==> src/rtl/cssv_pkg.sv <==
// Package for the CSS color token validator.
// Holds the word types, status codes, pattern states and code point constants.
// No dependencies.
package cssv_pkg;

    // Longest string that is decoded; longer strings are flagged as too long.
    localparam int MAX_LEN = 4096;
    // Byte counter and span width: holds MAX_LEN + 1.
    localparam int CNT_W   = 13;

    // Code points with a special role.
    localparam logic [20:0] CP_KELVIN    = 21'h212a;
    localparam logic [20:0] CP_LONG_S    = 21'h017f;
    localparam logic [20:0] CP_NBSP      = 21'h00a0;
    localparam logic [20:0] CP_OGHAM     = 21'h1680;
    localparam logic [20:0] CP_EN_QUAD   = 21'h2000;
    localparam logic [20:0] CP_HAIR      = 21'h200a;
    localparam logic [20:0] CP_LINE_SEP  = 21'h2028;
    localparam logic [20:0] CP_PARA_SEP  = 21'h2029;
    localparam logic [20:0] CP_NNBSP     = 21'h202f;
    localparam logic [20:0] CP_MMSP      = 21'h205f;
    localparam logic [20:0] CP_IDEO_SP   = 21'h3000;
    localparam logic [20:0] CP_BOM       = 21'hfeff;

    typedef enum logic [2:0] {
        ST_OK        = 3'd0,
        ST_BAD_UTF8  = 3'd1,
        ST_BLANK     = 3'd2,
        ST_NON_ASCII = 3'd3,
        ST_MISMATCH  = 3'd4,
        ST_TOO_LONG  = 3'd5
    } t_status;

    typedef enum logic [4:0] {
        PS_START = 5'd0,
        PS_HASH  = 5'd1,
        PS_WORD  = 5'd2,
        PS_R     = 5'd3,
        PS_RG    = 5'd4,
        PS_RGB   = 5'd5,
        PS_RGBA  = 5'd6,
        PS_H     = 5'd7,
        PS_HS    = 5'd8,
        PS_HSL   = 5'd9,
        PS_HSLA  = 5'd10,
        PS_OPEN  = 5'd11,
        PS_BODY  = 5'd12,
        PS_CLOSE = 5'd13,
        PS_DEAD  = 5'd14
    } t_pat_state;

    typedef struct packed {
        logic [7:0] data_byte;
        logic       byte_present;
        logic       last;
    } t_in_word;

    typedef struct packed {
        t_status          status;
        logic [CNT_W-1:0] span_start;
        logic [CNT_W-1:0] span_end;
    } t_out_word;

endpackage

==> src/rtl/css_color_token_validator.sv <==
// CSS color token validator, top level.
// Depends on cssv_pkg for word types, status codes and pattern states.
//
// Usage: a string enters one byte per word on the input channel
// (i_in_valid / o_in_stall / i_in_word). A word with byte_present low
// carries no byte; with last high it still ends the string, so an empty
// string is one such word. The word marked last produces one result word
// on the output channel (o_out_valid / i_out_stall / o_out_word): a status,
// and on acceptance the trimmed byte span. Other words produce nothing.
//
// Throughput is one byte per cycle while no last word waits on a full
// output register. A word is held in the input register while the UTF-8
// decoder and pattern matcher update the per-string state; the result word
// is registered in the output register when the last word is processed.
// Per-string state clears after each last word.
//
// While the output register holds a result that the receiver stalls, the
// bytes of the next string keep flowing; only a further last word waits,
// and it stalls the input channel until the output register is free.
// Synchronous reset empties both registers and clears the string state.
module css_color_token_validator (
    input  logic                 i_clk,
    input  logic                 i_rst_n,
    input  logic                 i_in_valid,
    output logic                 o_in_stall,
    input  cssv_pkg::t_in_word   i_in_word,
    output logic                 o_out_valid,
    input  logic                 i_out_stall,
    output cssv_pkg::t_out_word  o_out_word
);

    localparam int W = cssv_pkg::CNT_W;

    // Input and output registers.
    logic                r_in_valid;
    cssv_pkg::t_in_word  r_in;
    logic                r_out_valid;
    cssv_pkg::t_out_word r_out;

    // Per-string state.
    logic [W-1:0]         r_count,  n_count;
    logic [20:0]          r_partial, n_partial;
    logic [1:0]           r_cont,   n_cont;
    logic [W-1:0]         r_char_start, n_char_start;
    logic                 r_content, n_content;
    logic [W-1:0]         r_first,  n_first;
    logic [W-1:0]         r_end,    n_end;
    cssv_pkg::t_pat_state r_pat,    n_pat;
    logic [3:0]           r_hex,    n_hex;
    logic                 r_acc,    n_acc;
    logic                 r_bad,    n_bad;
    logic                 r_nonascii, n_nonascii;

    logic         out_free;
    logic         proc;
    logic         char_valid;
    logic [20:0]  char_code;
    logic [W-1:0] char_end;
    logic [W-1:0] char_first;
    logic         is_space;
    logic         content_char;
    logic         space_feed;
    logic [20:0]  folded;
    logic         non_ascii;
    logic         feed_valid;
    logic [6:0]   feed_char;
    logic         dead_evt;
    logic         pat_acc;
    logic         is_letter;
    logic         is_hex;
    logic         is_body;
    cssv_pkg::t_pat_state letter_nx;
    cssv_pkg::t_status    status;

    assign out_free    = !r_out_valid || !i_out_stall;
    assign proc        = r_in_valid && (!r_in.last || out_free);
    assign o_in_stall  = r_in_valid && !proc;
    assign o_out_valid = r_out_valid;
    assign o_out_word  = r_out;

    // UTF-8 decode and byte counting.
    always_comb begin
        n_count      = r_count;
        n_partial    = r_partial;
        n_cont       = r_cont;
        n_char_start = r_char_start;
        n_bad        = r_bad;
        char_valid   = 1'b0;
        char_code    = '0;
        char_end     = '0;
        char_first   = r_char_start;
        if (r_in.byte_present) begin
            if (r_count == W'(cssv_pkg::MAX_LEN)) begin
                n_count = W'(cssv_pkg::MAX_LEN + 1);
            end else if (r_count < W'(cssv_pkg::MAX_LEN)) begin
                n_count = r_count + 1'b1;
                if (!r_bad) begin
                    if (r_cont != 2'd0) begin
                        if (r_in.data_byte[7:6] != 2'b10) begin
                            n_bad  = 1'b1;
                            n_cont = 2'd0;
                        end else begin
                            n_partial = {r_partial[14:0], r_in.data_byte[5:0]};
                            n_cont    = r_cont - 2'd1;
                            if (r_cont == 2'd1) begin
                                char_valid = 1'b1;
                                char_code  = n_partial;
                                char_end   = n_count;
                            end
                        end
                    end else begin
                        n_char_start = r_count;
                        char_first   = r_count;
                        if (!r_in.data_byte[7]) begin
                            char_valid = 1'b1;
                            char_code  = {13'd0, r_in.data_byte};
                            char_end   = n_count;
                        end else if (r_in.data_byte inside {[8'hc2:8'hdf]}) begin
                            n_partial = {16'd0, r_in.data_byte[4:0]};
                            n_cont    = 2'd1;
                        end else if (r_in.data_byte inside {[8'he0:8'hef]}) begin
                            n_partial = {17'd0, r_in.data_byte[3:0]};
                            n_cont    = 2'd2;
                        end else if (r_in.data_byte inside {[8'hf0:8'hf4]}) begin
                            n_partial = {18'd0, r_in.data_byte[2:0]};
                            n_cont    = 2'd3;
                        end else begin
                            n_bad = 1'b1;
                        end
                    end
                end
            end
        end
    end

    // Character classification, trimming and case folding.
    always_comb begin
        is_space = char_code inside {[21'h9:21'hd], 21'h20, cssv_pkg::CP_NBSP,
            cssv_pkg::CP_OGHAM, [cssv_pkg::CP_EN_QUAD:cssv_pkg::CP_HAIR],
            cssv_pkg::CP_LINE_SEP, cssv_pkg::CP_PARA_SEP, cssv_pkg::CP_NNBSP,
            cssv_pkg::CP_MMSP, cssv_pkg::CP_IDEO_SP, cssv_pkg::CP_BOM};
        content_char = char_valid && !is_space;
        space_feed   = char_valid && is_space && r_content;

        if (char_code == cssv_pkg::CP_KELVIN) begin
            folded = 21'h6b;
        end else if (char_code == cssv_pkg::CP_LONG_S) begin
            folded = 21'h73;
        end else if (char_code inside {[21'h41:21'h5a]}) begin
            folded = char_code | 21'h20;
        end else begin
            folded = char_code;
        end
        non_ascii = folded > 21'h7f;

        dead_evt   = content_char && non_ascii;
        feed_valid = space_feed || (content_char && !non_ascii);
        feed_char  = space_feed ? 7'h20 : folded[6:0];

        n_content  = r_content;
        n_first    = r_first;
        n_end      = r_end;
        n_nonascii = r_nonascii;
        if (content_char) begin
            n_content = 1'b1;
            n_end     = char_end;
            if (!r_content) begin
                n_first = char_first;
            end
        end
        if (dead_evt) begin
            n_nonascii = 1'b1;
        end
    end

    // Pattern matcher: next state.
    always_comb begin
        is_letter = feed_char inside {[7'h61:7'h7a]};
        is_hex    = feed_char inside {[7'h30:7'h39], [7'h61:7'h66]};
        is_body   = feed_char inside {[7'h30:7'h39], 7'h2e, 7'h2c, 7'h25, 7'h2b,
                                      7'h2d, 7'h20};
        case (r_pat)
            cssv_pkg::PS_START: letter_nx = (feed_char == 7'h72) ? cssv_pkg::PS_R :
                                            (feed_char == 7'h68) ? cssv_pkg::PS_H :
                                            cssv_pkg::PS_WORD;
            cssv_pkg::PS_R:   letter_nx = (feed_char == 7'h67) ? cssv_pkg::PS_RG :
                                          cssv_pkg::PS_WORD;
            cssv_pkg::PS_RG:  letter_nx = (feed_char == 7'h62) ? cssv_pkg::PS_RGB :
                                          cssv_pkg::PS_WORD;
            cssv_pkg::PS_RGB: letter_nx = (feed_char == 7'h61) ? cssv_pkg::PS_RGBA :
                                          cssv_pkg::PS_WORD;
            cssv_pkg::PS_H:   letter_nx = (feed_char == 7'h73) ? cssv_pkg::PS_HS :
                                          cssv_pkg::PS_WORD;
            cssv_pkg::PS_HS:  letter_nx = (feed_char == 7'h6c) ? cssv_pkg::PS_HSL :
                                          cssv_pkg::PS_WORD;
            cssv_pkg::PS_HSL: letter_nx = (feed_char == 7'h61) ? cssv_pkg::PS_HSLA :
                                          cssv_pkg::PS_WORD;
            default:          letter_nx = cssv_pkg::PS_WORD;
        endcase

        n_pat = r_pat;
        n_hex = r_hex;
        if (dead_evt) begin
            n_pat = cssv_pkg::PS_DEAD;
        end else if (feed_valid) begin
            n_pat = cssv_pkg::PS_DEAD;
            case (r_pat)
                cssv_pkg::PS_START: begin
                    if (feed_char == 7'h23) begin
                        n_pat = cssv_pkg::PS_HASH;
                    end else if (is_letter) begin
                        n_pat = letter_nx;
                    end
                end
                cssv_pkg::PS_HASH: begin
                    if (is_hex && r_hex < 4'd8) begin
                        n_hex = r_hex + 4'd1;
                        n_pat = cssv_pkg::PS_HASH;
                    end
                end
                cssv_pkg::PS_WORD, cssv_pkg::PS_R, cssv_pkg::PS_RG, cssv_pkg::PS_RGB,
                cssv_pkg::PS_RGBA, cssv_pkg::PS_H, cssv_pkg::PS_HS, cssv_pkg::PS_HSL,
                cssv_pkg::PS_HSLA: begin
                    if (is_letter) begin
                        n_pat = letter_nx;
                    end else if (feed_char == 7'h28 && (r_pat inside {cssv_pkg::PS_RGB,
                            cssv_pkg::PS_RGBA, cssv_pkg::PS_HSL, cssv_pkg::PS_HSLA})) begin
                        n_pat = cssv_pkg::PS_OPEN;
                    end
                end
                cssv_pkg::PS_OPEN, cssv_pkg::PS_BODY: begin
                    if (is_body) begin
                        n_pat = cssv_pkg::PS_BODY;
                    end else if (feed_char == 7'h29 && r_pat == cssv_pkg::PS_BODY) begin
                        n_pat = cssv_pkg::PS_CLOSE;
                    end
                end
                default: n_pat = cssv_pkg::PS_DEAD;
            endcase
        end
    end

    // Pattern matcher: acceptance after the latest visible character.
    always_comb begin
        if (n_pat == cssv_pkg::PS_HASH) begin
            pat_acc = (n_hex >= 4'd3) && (n_hex <= 4'd8);
        end else begin
            pat_acc = n_pat inside {[cssv_pkg::PS_WORD:cssv_pkg::PS_HSLA], cssv_pkg::PS_CLOSE};
        end
        n_acc = content_char ? pat_acc : r_acc;
    end

    // Verdict in priority order.
    always_comb begin
        if (n_count > W'(cssv_pkg::MAX_LEN)) begin
            status = cssv_pkg::ST_TOO_LONG;
        end else if (n_bad || n_cont != 2'd0) begin
            status = cssv_pkg::ST_BAD_UTF8;
        end else if (!n_content) begin
            status = cssv_pkg::ST_BLANK;
        end else if (n_nonascii) begin
            status = cssv_pkg::ST_NON_ASCII;
        end else if (!n_acc) begin
            status = cssv_pkg::ST_MISMATCH;
        end else begin
            status = cssv_pkg::ST_OK;
        end
    end

    always_ff @(posedge i_clk) begin
        if (!i_rst_n) begin
            r_in_valid  <= 1'b0;
            r_out_valid <= 1'b0;
        end else begin
            if (!r_in_valid || proc) begin
                r_in_valid <= i_in_valid;
            end
            if (proc && r_in.last) begin
                r_out_valid <= 1'b1;
            end else if (!i_out_stall) begin
                r_out_valid <= 1'b0;
            end
        end
    end

    always_ff @(posedge i_clk) begin
        if ((!r_in_valid || proc) && i_in_valid) begin
            r_in <= i_in_word;
        end
        if (proc && r_in.last) begin
            r_out.status     <= status;
            r_out.span_start <= (status == cssv_pkg::ST_OK) ? n_first : '0;
            r_out.span_end   <= (status == cssv_pkg::ST_OK) ? n_end : '0;
        end
    end

    // String state; cleared by reset and after each last word.
    always_ff @(posedge i_clk) begin
        if (!i_rst_n || (proc && r_in.last)) begin
            r_count      <= '0;
            r_partial    <= '0;
            r_cont       <= 2'd0;
            r_char_start <= '0;
            r_content    <= 1'b0;
            r_first      <= '0;
            r_end        <= '0;
            r_pat        <= cssv_pkg::PS_START;
            r_hex        <= 4'd0;
            r_acc        <= 1'b0;
            r_bad        <= 1'b0;
            r_nonascii   <= 1'b0;
        end else if (proc) begin
            r_count      <= n_count;
            r_partial    <= n_partial;
            r_cont       <= n_cont;
            r_char_start <= n_char_start;
            r_content    <= n_content;
            r_first      <= n_first;
            r_end        <= n_end;
            r_pat        <= n_pat;
            r_hex        <= n_hex;
            r_acc        <= n_acc;
            r_bad        <= n_bad;
            r_nonascii   <= n_nonascii;
        end
    end

endmodule

==> config.mk <==
export PLATFORM = sky130hd
export DESIGN_NAME = css_color_token_validator
export DESIGN_NICKNAME = d
export VERILOG_FILES = /design/src/rtl/cssv_pkg.sv /design/src/rtl/css_color_token_validator.sv
export SDC_FILE = /design/constraint.sdc
export NUM_CORES = 1
export LEC_CHECK = 0
export BUFFER_PORTS_ARGS = -buffer_cell sky130_fd_sc_hd__buf_2
export CORE_MARGIN = 8
export CORE_UTILIZATION = 54
export CTS_BUF_LIST = sky130_fd_sc_hd__clkbuf_4
export CTS_CLUSTER_SIZE = 20
export DETAILED_ROUTE_END_ITERATION = 12
export PLACE_DENSITY = 0.75
export SLEW_MARGIN = 20
export SYNTH_ARGS = -nofsm -noshare
export SYNTH_HDL_FRONTEND = slang
export SYNTH_SLANG_ARGS = --single-unit
==> constraint.sdc <==
create_clock -name i_clk -period 5.7 [get_ports i_clk]
set_clock_uncertainty 0.1 [all_clocks]
set_input_delay 0.855 -clock i_clk [delete_from_list [all_inputs] [get_ports i_clk]]
set_output_delay 0.855 -clock i_clk [all_outputs]
set_load 0.005 [all_outputs]
==> impl_metrics.env <==
export IMPL_route_antenna_remaining_nets=0
export IMPL_htree_levels=4
export IMPL_synth_cell_type_count=100
export IMPL_whs_path_depth=2
export IMPL_cts_reportedPaths_clkPinSlew_ps=100
export IMPL_wl_per_cell_um=17.04
export IMPL_cellLeakagePower_nw=2.623
export IMPL_tightestPinTransition_ps=1080
export IMPL_synth_seq_area_share=0.3918
export IMPL_cts_resized=0
export IMPL_worst_path_max_delay_cell="a21oi_2"
export IMPL_setup_viol=0
export IMPL_wirelength_um=17960
export IMPL_syn_num_nets=876
export IMPL_critical_path_endpoint_type="flop"
export IMPL_grt_pass1_wl_um=29900
export IMPL_synth_area_um2=7281
export IMPL_fill_cells=1159
export IMPL_cts_buf_count=17
export IMPL_timing_fmax_ghz=0.2008
export IMPL_postCtsHoldBufs=0
export IMPL_fp_coreArea_um2=13190
export IMPL_worst_r2r_path_depth=13
export IMPL_cp_cell_sequence="inv_1, ha_1, nand4bb_1, a21oi_2, nand2b_1, nor4b_1, a21boi_0, o22ai_1, nor4_1, a21boi_1, a32oi_4, nand4bb_4, o21ai_0"
export IMPL_seq_area_um2=2853
export IMPL_grt_overflow_total=0
export IMPL_largest_fanout_on_the_critical_path=25
export IMPL_synthTopCellsByArea="dfxtp_1, edfxtp_1, nand2_1"
export IMPL_gp_weighted_congestion=0.9689
export IMPL_layout_drive_gt1_share=0.1619
export IMPL_cts_tree="done"
export IMPL_hold_path_end="r_char_start[6]"
export IMPL_cts_setup_buffers=0
export IMPL_timing_critical_path_from_type="flop"
export IMPL_netlist_top_cell_by_area="dfxtp_1"
export IMPL_clock_tree_root_cell="clkbuf_4"
export IMPL_area_delta_synth_final_pct=7.390
export IMPL_timing_hold_violations_final=0
export IMPL_setup_reg_to_reg_worst_slack_ps=720
export IMPL_post_synth_inst_count=856
export IMPL_fin_crit_ps=4980
export IMPL_route_detailed_drc=0
export IMPL_worst_r2r_startpoint="r_cont[0]"
export IMPL_top_level_ports=45
export IMPL_setup_worst_path_class="reg2reg"
export IMPL_maxCapViolCount=0
export IMPL_fp_dieArea_um2=17450
export IMPL_first_global_vias=5819
export IMPL_routed_via_count=6484
export IMPL_postSynthRegisterBits=123
export IMPL_timing_rr_end="o_out_word[3]"
export IMPL_rows=42
export IMPL_synthesis_yosys_warnings=0
export IMPL_critical_path_n_buffers_inverters=1
export IMPL_finalSetupTns_ps=0
export IMPL_outcome="complete, no violations"
export IMPL_dp_hpwl_um=12660
export IMPL_worstHoldPathType="reg2reg"
export IMPL_clockBufferDepth=2
export IMPL_die_height_um=132.1
export IMPL_slew_limit_headroom=0.2790
export IMPL_finalCritPeriodShare=0.8737
export IMPL_netlist_area_leader_share=0.2310
export IMPL_grt_start_max_net_pins=48
export IMPL_avgViaCountPerCell=6.152
export IMPL_dominant_cell_by_count_in_the_synthesized_netlist="nand2_1"
export IMPL_ir_worst_vdd_mv=0.2803
export IMPL_cp_slowest_stage_delay_ps=610
export IMPL_worstHoldStart="r_char_start[6]"
export IMPL_final_max_slew_viol_count=0
export IMPL_largest_delay_share_family_worst_path="simple AND/OR/NAND/NOR gates"
export IMPL_number_of_antenna_violations_at_the_first_check_in_global_routing=1
export IMPL_synthArstFlopShare=0
export IMPL_finalNonFillerCells=1054
export IMPL_cp_data_arrival_time_ps=5230
export IMPL_ys_top_cells_by_count="nand2_1, dfxtp_1, nor2_1, a21oi_1, clkbuf_1"
export IMPL_clk_latency_worst_skew_pair_ps=540
export IMPL_worst_endpoint_required_ps=5950
export IMPL_power_per_cell_area_nw_per_um2=236.4
export IMPL_grtUsageTotal=0.2071
export IMPL_cp_startpoint="r_cont[0]"
export IMPL_multi_input_comb_area_um2=4080
export IMPL_initial_utilization=0.5520
export IMPL_numPortBuffers=44
export IMPL_iteration_count_of_the_initial_detailed_routing_pass=7
export IMPL_layout_nets=884
export IMPL_clkSinkCount=123
export IMPL_post_place_cells=1021
export IMPL_die_width_um=132.1
export IMPL_rsz0062_at_grt="false"
export IMPL_synth_top_flop_cell="dfxtp_1"
export IMPL_synth_area_per_cell_um2=8.506
export IMPL_detailedRoute_firstIterationViolations=656
export IMPL_synth_edff_count=39
[cell usage in the layout, fill, tap and decap left out, drive strengths merged, types with 7 or more instances in the layout]
cell type,n
nor2b,11
and2,12
xor2,7
a211oi,32
inv,22
edfxtp,39
o21ai,48
dfxtp,84
nor4,13
nand3b,15
a21oi,76
nor3,23
a21o,7
or3,7
nand3,23
or2,7
nand2b,10
xnor2,10
mux2i,16
nand4,12
nor2,79
clkbuf,20
a31oi,10
nand2,128
buf,50
[how the worst max path moves through the flow]
stage                     end  slack (ps)  cells after the start
2_1_floorplan  o_out_word[15]        1720                     16
3_3_place_gp    o_out_word[7]         910                     14
3_5_place_dp    o_out_word[3]         780                     13
4_1_cts         o_out_word[3]         720                     13
5_1_grt         o_out_word[3]         300                     14
6_report        o_out_word[3]         720                     13
[area by class of cell]
cell class / count / area share
Antenna cell: 1 / 0.0003201
Clock buffer: 20 / 0.01920
Clock inverter: 12 / 0.02208
Inverter: 20 / 0.009602
Multi-Input combinational cell: 652 / 0.5218
Sequential cell: 123 / 0.3649
Tap cell: 176 / 0.02816
Timing Repair Buffer: 50 / 0.03393
[flip-flops by register name, indices dropped and copies added, names as in the netlist, 2 cells and up]
name / count
r_partial: 15
r_first: 13
r_count: 13
r_hex: 4
o_out_word: 29
r_end: 13
r_pat: 5
r_char_start: 13
r_cont: 2
r_in: 10
[through the flow]
step | hold slack [ps] | cell area [µm²] | util | setup slack, ps | total power [mW]
after global placement | 340.4 | 7493 | 0.5681 | 907.2 | 1.175
after detailed placement | 345.8 | 7493 | 0.5681 | 779.4 | 1.175
final | 356.3 | 7819 | 0.5928 | 720.1 | 1.848
after CTS | 332.0 | 7816 | 0.5926 | 717.1 | 1.861
after floorplan | 335.7 | 7281 | - | 1717 | 1.125
after global routing | 344.3 | 7819 | 0.5928 | 299.5 | 1.922
[cell families (layout without fill, tap and decap cells)]
logic type / Yosys count / after routing / share of synthesized area
AOI/OAI and AO/OA: 239 / 239 / 0.2337
xor gates and xnor gates: 17 / 17 / 0.02045
adders and majority gates: 6 / 6 / 0.01031
buffers and inverters: 81 / 102 / 0.04915
DFF: 123 / 123 / 0.3918
muxes: 17 / 17 / 0.02354
other: 0 / 1 / 0
and+or+nand+nor: 373 / 373 / 0.2710
[tightest hold or removal path, stage by stage (launching register included)]
cell and delay [ps]:
dfxtp_1 320, nand2_1 50, a21oi_1 50
[per-layer routing]
metal,wire length [µm],GRT usage,share of wire,up-vias
met5,0,0,0,-
met2,7445,0.2923,0.41,286
met1,8715,0.2952,0.49,3020
li1,-,-,-,3145
met4,310,0.07020,0.017,0
met3,1490,0.05678,0.083,33
[power by group]
group / leakage [nW] / switching [mW] / total (mW) / internal, mW
registers: 1.06 / 0.0249 / 0.946 / 0.921
logic: 1.39 / 0.137 / 0.214 / 0.0766
clock network: 0.174 / 0.326 / 0.689 / 0.362
Power figures use the tool's default switching activity.
